File: src/assert_macros.svh
// Shared assertion macros: clocked on clk, disabled while rst_n is low.
`ifndef ASSERT_MACROS_SVH
`define ASSERT_MACROS_SVH

// Same-cycle implication.
`define CLQ_ASSERT(lbl, ante, cons) \
    lbl: assert property (@(posedge clk) disable iff (!rst_n) (ante) |-> (cons)) \
        else $error("concurrency limit queue check failed");

// Next-cycle implication.
`define CLQ_ASSERT_NEXT(lbl, ante, cons) \
    lbl: assert property (@(posedge clk) disable iff (!rst_n) (ante) |=> (cons)) \
        else $error("concurrency limit queue check failed");

`endif

File: src/clq_pkg.sv
package clq_pkg;

    localparam int WAIT_DEPTH  = 16;
    localparam int TAG_BITS    = 16;
    localparam int LIMIT_BITS  = 8;
    localparam int MAX_RESULTS = 16;

    localparam int PTR_W = (WAIT_DEPTH > 1) ? $clog2(WAIT_DEPTH) : 1;
    localparam int CNT_W = $clog2(WAIT_DEPTH + 1);
    localparam int REL_W = $clog2(MAX_RESULTS + 1);

    localparam logic [1:0] MODE_POST   = 2'd0;
    localparam logic [1:0] MODE_DONE   = 2'd1;
    localparam logic [1:0] MODE_LIMIT  = 2'd2;
    localparam logic [1:0] MODE_UNUSED = 2'd3;

    typedef struct packed {
        logic [1:0]            mode;
        logic [TAG_BITS-1:0]   request_tag;
        logic [LIMIT_BITS-1:0] new_limit;
    } in_item_t;

    typedef struct packed {
        logic [TAG_BITS-1:0] forwarded_tag;
        logic                dropped;
        logic                last;
    } out_item_t;

    typedef enum logic [1:0] {
        CMD_POST,
        CMD_DONE,
        CMD_LIMIT
    } cmd_kind_t;

    typedef struct packed {
        cmd_kind_t             kind;
        logic [TAG_BITS-1:0]   tag;
        logic [LIMIT_BITS-1:0] limit;
    } cmd_t;

endpackage

File: src/clq_front.sv
`include "assert_macros.svh"

module clq_front
(
    input  logic              clk,
    input  logic              rst_n,
    input  logic              in_valid,
    output logic              in_ready,
    input  clq_pkg::in_item_t in_data,
    output logic              cmd_valid,
    input  logic              cmd_ready,
    output clq_pkg::cmd_t     cmd_data
);

    localparam int Q_DEPTH = 2;
    localparam int IDX_W   = $clog2(Q_DEPTH);
    localparam int QCNT_W  = $clog2(Q_DEPTH + 1);

    clq_pkg::cmd_t     q_reg [Q_DEPTH];
    logic [IDX_W-1:0]  head_reg;
    logic [IDX_W-1:0]  head_next;
    logic [QCNT_W-1:0] count_reg;
    logic [QCNT_W-1:0] count_next;
    logic [IDX_W-1:0]  tail;

    clq_pkg::cmd_t cmd_in;
    logic          cmd_in_ok;
    logic          push;
    logic          pop;

    // Classify the incoming transaction; the unused mode is swallowed here.
    always_comb
    begin
        cmd_in.tag   = in_data.request_tag;
        cmd_in.limit = in_data.new_limit;
        cmd_in.kind  = clq_pkg::CMD_POST;
        cmd_in_ok    = 1'b1;
        unique case (in_data.mode)
            clq_pkg::MODE_POST:   cmd_in.kind = clq_pkg::CMD_POST;
            clq_pkg::MODE_DONE:   cmd_in.kind = clq_pkg::CMD_DONE;
            clq_pkg::MODE_LIMIT:  cmd_in.kind = clq_pkg::CMD_LIMIT;
            clq_pkg::MODE_UNUSED: cmd_in_ok   = 1'b0;
        endcase
    end

    assign in_ready  = (count_reg != QCNT_W'(Q_DEPTH));
    assign cmd_valid = (count_reg != '0);
    assign cmd_data  = q_reg[head_reg];

    assign push = in_valid && in_ready && cmd_in_ok;
    assign pop  = cmd_valid && cmd_ready;
    assign tail = IDX_W'(head_reg + IDX_W'(count_reg));

    always_comb
    begin
        head_next  = pop ? IDX_W'(head_reg + 1'b1) : head_reg;
        count_next = count_reg;
        if (push && !pop)
        begin
            count_next = QCNT_W'(count_reg + 1'b1);
        end
        else if (pop && !push)
        begin
            count_next = QCNT_W'(count_reg - 1'b1);
        end
    end

    always_ff @(posedge clk or negedge rst_n)
    begin
        if (!rst_n)
        begin
            head_reg  <= '0;
            count_reg <= '0;
        end
        else
        begin
            head_reg  <= head_next;
            count_reg <= count_next;
        end
    end

    always_ff @(posedge clk)
    begin
        if (push)
        begin
            q_reg[tail] <= cmd_in;
        end
    end

    `CLQ_ASSERT(a_q_bound, 1'b1, count_reg <= QCNT_W'(Q_DEPTH))
    `CLQ_ASSERT_NEXT(a_unused_mode, in_valid && in_ready && in_data.mode == clq_pkg::MODE_UNUSED && !pop, $stable(count_reg))

endmodule

File: src/clq_back.sv
`include "assert_macros.svh"

module clq_back
(
    input  logic               clk,
    input  logic               rst_n,
    input  logic               cmd_valid,
    output logic               cmd_ready,
    input  clq_pkg::cmd_t      cmd_data,
    output logic               out_valid,
    input  logic               out_ready,
    output clq_pkg::out_item_t out_data
);

    typedef enum logic [1:0] {
        S_IDLE,
        S_REL,
        S_EMIT
    } state_t;

    localparam int PTR_W = clq_pkg::PTR_W;
    localparam int CNT_W = clq_pkg::CNT_W;
    localparam int REL_W = clq_pkg::REL_W;
    localparam int ACT_W = clq_pkg::LIMIT_BITS;
    localparam int TAG_W = clq_pkg::TAG_BITS;

    state_t state_reg, state_next;
    logic [PTR_W-1:0] rd_ptr_reg, rd_ptr_next;
    logic [PTR_W-1:0] wr_ptr_reg, wr_ptr_next;
    logic [CNT_W-1:0] waiting_count_reg, waiting_count_next;
    logic [ACT_W-1:0] active_count_reg, active_count_next;
    logic [ACT_W-1:0] active_limit_reg, active_limit_next;
    logic [REL_W-1:0] rel_cnt_reg, rel_cnt_next;
    logic             last_reg, last_next;
    logic             out_valid_reg, out_valid_next;
    clq_pkg::out_item_t out_data_reg, out_data_next;

    logic [TAG_W-1:0] wait_mem [clq_pkg::WAIT_DEPTH];
    logic [TAG_W-1:0] rd_data_reg;

    logic             can_load;
    logic             wr_en;
    logic             rd_en;
    logic             more;
    logic [PTR_W-1:0] rd_ptr_inc;
    logic [PTR_W-1:0] wr_ptr_inc;

    assign can_load   = !out_valid_reg || out_ready;
    assign rd_ptr_inc = (rd_ptr_reg == PTR_W'(clq_pkg::WAIT_DEPTH - 1)) ?
                        '0 : PTR_W'(rd_ptr_reg + 1'b1);
    assign wr_ptr_inc = (wr_ptr_reg == PTR_W'(clq_pkg::WAIT_DEPTH - 1)) ?
                        '0 : PTR_W'(wr_ptr_reg + 1'b1);

    // Whether the limit loop will release another tag after this one.
    assign more = (ACT_W'(active_count_reg + 1'b1) < active_limit_reg)
               && (waiting_count_reg != CNT_W'(1))
               && (REL_W'(rel_cnt_reg + 1'b1) < REL_W'(clq_pkg::MAX_RESULTS));

    always_comb
    begin
        state_next         = state_reg;
        rd_ptr_next        = rd_ptr_reg;
        wr_ptr_next        = wr_ptr_reg;
        waiting_count_next = waiting_count_reg;
        active_count_next  = active_count_reg;
        active_limit_next  = active_limit_reg;
        rel_cnt_next       = rel_cnt_reg;
        last_next          = last_reg;
        out_valid_next     = out_valid_reg && !out_ready;
        out_data_next      = out_data_reg;
        cmd_ready          = 1'b0;
        wr_en              = 1'b0;
        rd_en              = 1'b0;

        unique case (state_reg)
            S_IDLE:
            begin
                if (cmd_valid)
                begin
                    unique case (cmd_data.kind)
                        clq_pkg::CMD_POST:
                        begin
                            priority if (active_count_reg < active_limit_reg)
                            begin
                                if (can_load)
                                begin
                                    cmd_ready         = 1'b1;
                                    active_count_next = ACT_W'(active_count_reg + 1'b1);
                                    out_valid_next    = 1'b1;
                                    out_data_next     = '{cmd_data.tag, 1'b0, 1'b1};
                                end
                            end
                            else if (waiting_count_reg < CNT_W'(clq_pkg::WAIT_DEPTH))
                            begin
                                cmd_ready          = 1'b1;
                                wr_en              = 1'b1;
                                wr_ptr_next        = wr_ptr_inc;
                                waiting_count_next = CNT_W'(waiting_count_reg + 1'b1);
                            end
                            else if (can_load)
                            begin
                                // Reject: wait store is full.
                                cmd_ready      = 1'b1;
                                out_valid_next = 1'b1;
                                out_data_next  = '{cmd_data.tag, 1'b1, 1'b1};
                            end
                        end
                        clq_pkg::CMD_DONE:
                        begin
                            cmd_ready = 1'b1;
                            if (waiting_count_reg != '0)
                            begin
                                // Hand the slot to the oldest waiting tag.
                                rd_en              = 1'b1;
                                rd_ptr_next        = rd_ptr_inc;
                                waiting_count_next = CNT_W'(waiting_count_reg - 1'b1);
                                last_next          = 1'b1;
                                state_next         = S_EMIT;
                            end
                            else if (active_count_reg != '0)
                            begin
                                active_count_next = ACT_W'(active_count_reg - 1'b1);
                            end
                        end
                        clq_pkg::CMD_LIMIT:
                        begin
                            cmd_ready         = 1'b1;
                            active_limit_next = cmd_data.limit;
                            rel_cnt_next      = '0;
                            state_next        = S_REL;
                        end
                        default:
                        begin
                            cmd_ready = 1'b1;
                        end
                    endcase
                end
            end
            S_REL:
            begin
                if (active_count_reg < active_limit_reg && waiting_count_reg != '0
                    && rel_cnt_reg < REL_W'(clq_pkg::MAX_RESULTS))
                begin
                    rd_en              = 1'b1;
                    rd_ptr_next        = rd_ptr_inc;
                    waiting_count_next = CNT_W'(waiting_count_reg - 1'b1);
                    active_count_next  = ACT_W'(active_count_reg + 1'b1);
                    rel_cnt_next       = REL_W'(rel_cnt_reg + 1'b1);
                    last_next          = !more;
                    state_next         = S_EMIT;
                end
                else
                begin
                    state_next = S_IDLE;
                end
            end
            S_EMIT:
            begin
                if (can_load)
                begin
                    out_valid_next = 1'b1;
                    out_data_next  = '{rd_data_reg, 1'b0, last_reg};
                    state_next     = last_reg ? S_IDLE : S_REL;
                end
            end
            default:
            begin
                state_next = S_IDLE;
            end
        endcase
    end

    always_ff @(posedge clk or negedge rst_n)
    begin
        if (!rst_n)
        begin
            state_reg         <= S_IDLE;
            rd_ptr_reg        <= '0;
            wr_ptr_reg        <= '0;
            waiting_count_reg <= '0;
            active_count_reg  <= '0;
            active_limit_reg  <= ACT_W'(1);
            rel_cnt_reg       <= '0;
            last_reg          <= 1'b0;
            out_valid_reg     <= 1'b0;
            out_data_reg      <= '0;
        end
        else
        begin
            state_reg         <= state_next;
            rd_ptr_reg        <= rd_ptr_next;
            wr_ptr_reg        <= wr_ptr_next;
            waiting_count_reg <= waiting_count_next;
            active_count_reg  <= active_count_next;
            active_limit_reg  <= active_limit_next;
            rel_cnt_reg       <= rel_cnt_next;
            last_reg          <= last_next;
            out_valid_reg     <= out_valid_next;
            out_data_reg      <= out_data_next;
        end
    end

    // Wait store: one write port, one registered read port.
    always_ff @(posedge clk)
    begin
        if (wr_en)
        begin
            wait_mem[wr_ptr_reg] <= cmd_data.tag;
        end
        if (rd_en)
        begin
            rd_data_reg <= wait_mem[rd_ptr_reg];
        end
    end

    assign out_valid = out_valid_reg;
    assign out_data  = out_data_reg;

    `CLQ_ASSERT(a_wait_bound, 1'b1, waiting_count_reg <= CNT_W'(clq_pkg::WAIT_DEPTH))
    `CLQ_ASSERT(a_empty_ptrs, waiting_count_reg == '0, wr_ptr_reg == rd_ptr_reg)
    `CLQ_ASSERT(a_rel_bound, 1'b1, rel_cnt_reg <= REL_W'(clq_pkg::MAX_RESULTS))

endmodule

File: src/concurrency_limit_queue_core.sv
// Channel  Direction  Handshake           Payload
// in       input      in_valid/in_ready   clq_pkg::in_item_t   (mode, request_tag, new_limit)
// out      output     out_valid/out_ready clq_pkg::out_item_t  (forwarded_tag, dropped, last)
//
// A post is forwarded, queued or rejected straight from the idle state of the back end.
// A completion that pops a waiting tag goes through S_EMIT: the wait store read is registered.
// A limit change releases N waiting tags (N at most 16), each through S_REL and then S_EMIT.
// A two-entry command queue accepts input while the back end works or out stalls, until it is full.
// Reset clears counters and sets the limit to one; the wait store is not cleared.
module concurrency_limit_queue_core
(
    input  logic               clk,
    input  logic               rst_n,
    input  logic               in_valid,
    output logic               in_ready,
    input  clq_pkg::in_item_t  in_data,
    output logic               out_valid,
    input  logic               out_ready,
    output clq_pkg::out_item_t out_data
);

    logic          cmd_valid;
    logic          cmd_ready;
    clq_pkg::cmd_t cmd_data;

    clq_front u_front
    (
        .clk       (clk),
        .rst_n     (rst_n),
        .in_valid  (in_valid),
        .in_ready  (in_ready),
        .in_data   (in_data),
        .cmd_valid (cmd_valid),
        .cmd_ready (cmd_ready),
        .cmd_data  (cmd_data)
    );

    clq_back u_back
    (
        .clk       (clk),
        .rst_n     (rst_n),
        .cmd_valid (cmd_valid),
        .cmd_ready (cmd_ready),
        .cmd_data  (cmd_data),
        .out_valid (out_valid),
        .out_ready (out_ready),
        .out_data  (out_data)
    );

endmodule

File: config.mk
export PLATFORM = sky130hd
export DESIGN_NAME = concurrency_limit_queue_core
export DESIGN_NICKNAME = d
export VERILOG_FILES = /design/src/clq_pkg.sv /design/src/clq_front.sv /design/src/clq_back.sv /design/src/concurrency_limit_queue_core.sv
export VERILOG_INCLUDE_DIRS = /design/src /design/src/src
export SDC_FILE = /design/constraint.sdc
export NUM_CORES = 1
export LEC_CHECK = 0
export ABC_AREA = 1
export BUFFER_PORTS_ARGS = -buffer_cell sky130_fd_sc_hd__clkbuf_2
export CORE_ASPECT_RATIO = 0.9
export CORE_MARGIN = 10
export CORE_UTILIZATION = 60
export CTS_BUF_LIST = sky130_fd_sc_hd__clkbuf_8
export CTS_CLUSTER_DIAMETER = 60
export CTS_CLUSTER_SIZE = 25
export DETAILED_ROUTE_END_ITERATION = 10
export PLACE_DENSITY = 0.77
export SYNTH_ARGS = -nofsm -noshare
export SYNTH_HDL_FRONTEND = slang
export SYNTH_SLANG_ARGS = --single-unit
File: constraint.sdc
create_clock -name clk -period 10.7 [get_ports clk]
set_clock_uncertainty 0.2 [all_clocks]
set_input_delay 1.07 -clock clk [delete_from_list [all_inputs] [get_ports clk]]
set_output_delay 1.07 -clock clk [all_outputs]
set_load 0.01 [all_outputs]
# Word level (Yosys, flattened, before mapping)
# Memory sizes are Yosys's and may differ from the RTL's. A register that Yosys moved wholly into a read port is not among the register bits.
# Cells that the tools add are included.
dict set report totals {
  register_bits 59
  ram_bits 308
  input_bits 30
  elab_cells 170
  mem_count 2
}
# memory depth word_bits read_ports rd_ports_with_merged_regs wr line_no
set memory_table {}
lappend memory_table {u_back.wait_mem 16 16 1 1 1 clq_back.sv:38} ;# logic [TAG_W-1:0] wait_mem [clq_pkg::WAIT_DEPTH];
lappend memory_table {u_front.q_reg 2 26 1 0 1 clq_front.sv:19} ;# clq_pkg::cmd_t q_reg [Q_DEPTH];
dict set report classes {
  addsub 11
  order_cmp 5
  eq_ne 29
  muxes 76
  n_bitwise 1
  reduce_logical 32
}
# cell n
set op_table {}
lappend op_table {{$mux 18} 7}
lappend op_table {{$mux 8} 6}
lappend op_table {{$mux 5} 8}
lappend op_table {{$pmux 18 s2} 1}
lappend op_table {{$pmux 8 s2} 2}
lappend op_table {{$mux 1} 30}
lappend op_table {{$pmux 5 s2} 3}
lappend op_table {{$mux 4} 6}
lappend op_table {{$ne 3x2->1 const B} 6}
lappend op_table {{$lt 8x8->1} 2}
lappend op_table {{$lt 5x5->1 const B} 3}
lappend op_table {{$mux 2} 6}
lappend op_table {{$ne 3x3->1 const B} 4}
lappend op_table {{$add 5x1->5 const B} 2}
lappend op_table {{$logic_and 1x1->1} 10}
lappend op_table {{$ne 2x2->1 const B} 5}
lappend op_table {{$reduce_and 5->1} 2}
lappend op_table {{$add 4x1->4 const B} 2}
lappend op_table {{$add 8x1->8 const B} 1}
lappend op_table {{$eq 2x2->1 const B} 4}
lappend op_table {{$eq 4x4->1 const B} 2}
lappend op_table {{$ne 2x1->1 const B} 4}
lappend op_table {{$pmux 2 s2} 2}
lappend op_table {{$pmux 4 s2} 1}
lappend op_table {{22 further kinds} 35}

# Longest topological paths before layout
dict set report logic_depth {
  ltp_word 12
  ltp_mapped 15
  mapped_depth_nobuf 15
}

# By module
# A second synthesis with hierarchy kept.
dict set report unflattened {
  hier_cells 1370
  hier_area_um2 16294.4
}
# mod n_inst cells_each area_each_um2 seq_area_each_um2
set modules_own_cells {}
lappend modules_own_cells {clq_back 1 1203 14174.8 9570.4}
lappend modules_own_cells {clq_front 1 167 2119.5 1636.6}

# Least setup slack after synthesis
# Ideal clock, no wire load.
dict set report synth_path {
  kind {flip-flop to flip-flop}
  start {register u_front.head_reg}
  end {memory u_back.wait_mem[10][0] in the netlist's numbering, enable pin}
  arrival_time_ns 3.025
  t_required_ns 10.091
  path_slack_ns 7.065
  stages_incl_launch_ff 11
  path_buffers 2
  synth_period_minus_slack_ns 3.635
  path_cell_list {dfrtp_1 -> clkinv_1 -> clkbuf_1 -> or2_2 -> o21ai_0 -> ha_1 -> inv_1 -> nor2_1 -> nand2_2 -> buf_4 -> nor3_1}
}
dict set report synth_between {
  elab_chain_cells 7
}
# item line_no
set synth_rtl {}
lappend synth_rtl {{from (decl)} clq_front.sv:20} ;# logic [IDX_W-1:0] head_reg;
lappend synth_rtl {{from (signal assigned)} clq_front.sv:77} ;# head_reg <= head_next;
lappend synth_rtl {{$mem_v2 2x26} n/a}
lappend synth_rtl {{$logic_not 2->1} clq_back.sv:80} ;# unique case (cmd_data.kind)
lappend synth_rtl {{$mux 1} clq_back.sv:80}
lappend synth_rtl {{$mux 1} clq_back.sv:78} ;# if (cmd_valid)
lappend synth_rtl {{$mux 1} clq_back.sv:75} ;# unique case (state_reg)
lappend synth_rtl {{$mux 1} clq_back.sv:206} ;# if (wr_en)
lappend synth_rtl {{$mux 1 (implied by the code)} clq_back.sv:208} ;# wait_mem[wr_ptr_reg] <= cmd_data.tag;
lappend synth_rtl {{to (decl)} clq_back.sv:38}
# Every way passes these cells.

# Worst setup path in the final report
dict set report layout_path {
  start {register u_front.head_reg}
  end {memory u_back.wait_mem[4][5] in the netlist's numbering, enable pin}
}
# The elaborated chain is that of the path after synthesis.

==> impl_metrics.ini <==
[detailed_routing]
drc = 0
wl_per_cell_um = 21.76
ant_nets = 0
vias_per_cell = 6.117
firstDrtPassIters = 6
finalWirelength_mm = 38.30
first_iter_violations = 1402
num_vias = 10766

[yosys]
synth-edff-count = 324
synth_area_per_cell_um2 = 12.03
synth_area_leader_cell = edfxtp_1
synthesis.area_um2 = 16220
yosysTopAreaCellShare_pct = 59.99
synth-async-reset-ratio_pct = 15.40
ys_ff_latch = 383
yosys_warnings = 0
ys_seq_area_share_pct = 69.10
synth_top_flop_cell = edfxtp_1
yosysUniqueCellTypes = 45
synth.area.top_cells = edfxtp_1, dfrtp_1, nand2_1
syn_inst = 1348
syn_nets = 1408

[global_routing]
grt_max_degree = 72
overflow = 0
track_usage_pct = 21.76
grt_pass1_vias = 10081
grt_pass1_wl_mm = 58.35
antenna_found_initial = 1

[sta]
slew_violations = 0
rsz0062_at_grt = false
hold_viol_final = 0
fin_crit_sh_pct = 49.84
max_freq_ghz = 0.1875
fin_crit_ps = 5333
setup-violations-final = 0
max_slew_margin_pct = 12.43
tightest_slew_ps = 1306
fin_tns_setup_ps = 0

[floorplan]
ios = 50
start_util_pct = 60.48
design.core.area_um2 = 26820
dieArea_um2 = 34020
die_w_um = 193.3
rows = 57
die_y_um = 176.0

[setup_path]
crit_path_max_fanout = 29
cp.required_ps = 10710
cp-end-kind = flip-flop
critPathKind = flip-flop to flip-flop
startpoint_type = flip-flop
arrival_ps = 5350

[clock_tree]
cts_tree = built
clockBufferDepth = 3
cts_made_buffers = 26
postCtsSetupBuffers = 0
h-tree-depth = 1
path_clk_slew_ps = 110
hold_buffers = 0
ctsResizeCount = 0
cts_sinks = 383
insertion_delay_ps = 620
clockRootBuffer = clkbuf_8

[pwr]
combPwrFrac_pct = 39.2
swShare_pct = 42.05
p_switching_w = 0.002094
worst_ir_drop_vdd_mv = 0.2055
clkPwrFrac_pct = 17.3
power.density_nw_per_um2 = 284.1
p_int_w = 0.002886
power.leakage_nw = 6.500
seqPwrFrac_pct = 43.5
power_w = 0.004980

[cells_and_area]
final_nets = 1446
nFillCells = 1975
drive_above_1_share_pct = 13.94
seq_area_um2 = 11210
diodes = 0
area_delta_synth_final_pct = 8.092
multi_input_area_um2 = 4536
final_area_um2 = 17530
largest_reg_flops = 256

[outcome]
status = finished clean

[placement]
placed_cell_area_um2 = 16860
gp_routability_congestion = 0.9417
hpwlAfterDp_mm = 24.34
numPortBuffers = 49

[flow_run]
maxCapViolations = 0

[hold_path]
hp-class = flip-flop to flip-flop
cell usage in the layout, fill, tap and decap left out, drive strengths merged, types with 2 or more instances in the layout:
master | synthesis | final
nor2 | 125 | 125
clkbuf | 46 | 76
nand2 | 271 | 271
or2 | 12 | 12
ha | 30 | 30
inv | 67 | 80
dfrtp | 58 | 58
xnor2 | 5 | 5
o22ai | 23 | 23
buf | 15 | 22
nor3 | 16 | 16
nand3 | 62 | 62
edfxtp | 324 | 324
bufinv | 0 | 2
clkinv | 3 | 9
nand3b | 5 | 5
o21ai | 139 | 139
o211ai | 9 | 9
a221oi | 19 | 19
a21oi | 51 | 51
o21a | 2 | 2
nand4 | 12 | 12
o21bai | 21 | 21
o221a | 3 | 3
o221ai | 10 | 10
xor2 | 16 | 16
path summary, 6_finish.rpt:
| path | startpoint | to | slack, ps | cells after the start |
|---|---|---|---|---|
| worst max-delay path | u_front.head_reg | u_back.wait_mem[4][5] | 5370 | 8 |
| worst min-delay path | u_back.out_data[17] | u_back.out_data[17] | 300 | 2 |
| worst max register to register | u_front.head_reg | u_back.wait_mem[4][5] | 5370 | 8 |
| worst min register to register | u_back.out_data[17] | u_back.out_data[17] | 300 | 2 |
| max in group asynchronous | rst_n | u_back.rd_ptr_reg[0] | 9290 | 2 |
| min in group asynchronous | rst_n | u_back.wr_ptr_reg[1] | 410 | 2 |
through the flow:
step	hold WS, ps	instances	utilization, %	worst slack [ps]
floorplan	264.1	1348	-	7065
finish	296.5	1760	65.38	5367
global placement	254.7	1711	62.88	5644
detailed placement	268.4	1711	62.88	5383
CTS	296.5	1759	65.34	5402
global route	316.9	1760	65.38	4986
per-layer routing:
layer / GRT usage [%] / vias to the layer above / share of wire [%]
met5: 0 / - / 0
met4: 7.586 / 0 / 3.4
met3: 3.432 / 81 / 9.8
met2: 33.43 / 556 / 46
met1: 31.15 / 5256 / 41
li1: - / 4873 / -
cells by family (layout without fill, tap and decap cells):
| logic type | count (synthesis) | in the layout | synth area share (%) |
|---|---|---|---|
| and+or+nand+nor | 504 | 504 | 13.41 |
| adders and majority gates | 30 | 30 | 2.314 |
| DFF | 383 | 383 | 69.10 |
| xor gates and xnor gates | 21 | 21 | 1.134 |
| AOI/OAI and AO/OA | 279 | 279 | 10.72 |
| buffers and inverters | 131 | 189 | 3.325 |
critical path: stages, from the launching register on:
cell and delay [ps]:
dfrtp_1 980, clkinv_1 860, or2_2 530, o21ai_0 190, ha_1 360, inv_1 140, nor2_1 270, nand2_2 330
nor3_2 1080
synth_stat cells (2+ instances only):
master	n
nand2_1	262
o22ai_1	22
nand3b_1	5
nand3_1	61
buf_6	4
nand4_1	12
or2_2	10
nor3_1	15
inv_4	2
nor2_1	116
o21ai_0	122
inv_1	59
or2_0	2
nand2_4	3
xor2_1	16
clkbuf_1	46
a221oi_1	19
clkinv_1	2
nand2_2	6
inv_2	6
ha_1	30
o221ai_1	10
o211ai_1	9
o221a_2	3
xnor2_1	5
nor2_4	4
nor2_2	5
edfxtp_1	324
o21ai_2	17
a21oi_1	50
buf_1	4
o21a_1	2
dfrtp_1	58
o21bai_1	21
buf_2	6
power by group through the flow:
stage                     Sequential, W  Combinational [W]  Clock, W
after floorplan                 0.00213            0.00134         0
after global placement          0.00219            0.00186         0
after detailed placement        0.00220            0.00192         0
after CTS                       0.00216            0.00194  0.000869
after global routing            0.00219            0.00215  0.000923
final                           0.00217            0.00195  0.000860
area by class of cell:
cell class | instances | area share, %
flip-flops and latches | 383 | 63.95
multi-input cells | 834 | 25.87
well taps | 354 | 2.526
repair buffers | 71 | 2.362
clock buffers | 27 | 2.120
clock inverters | 21 | 1.634
inverters | 70 | 1.542
Power figures use the tool's default switching activity.
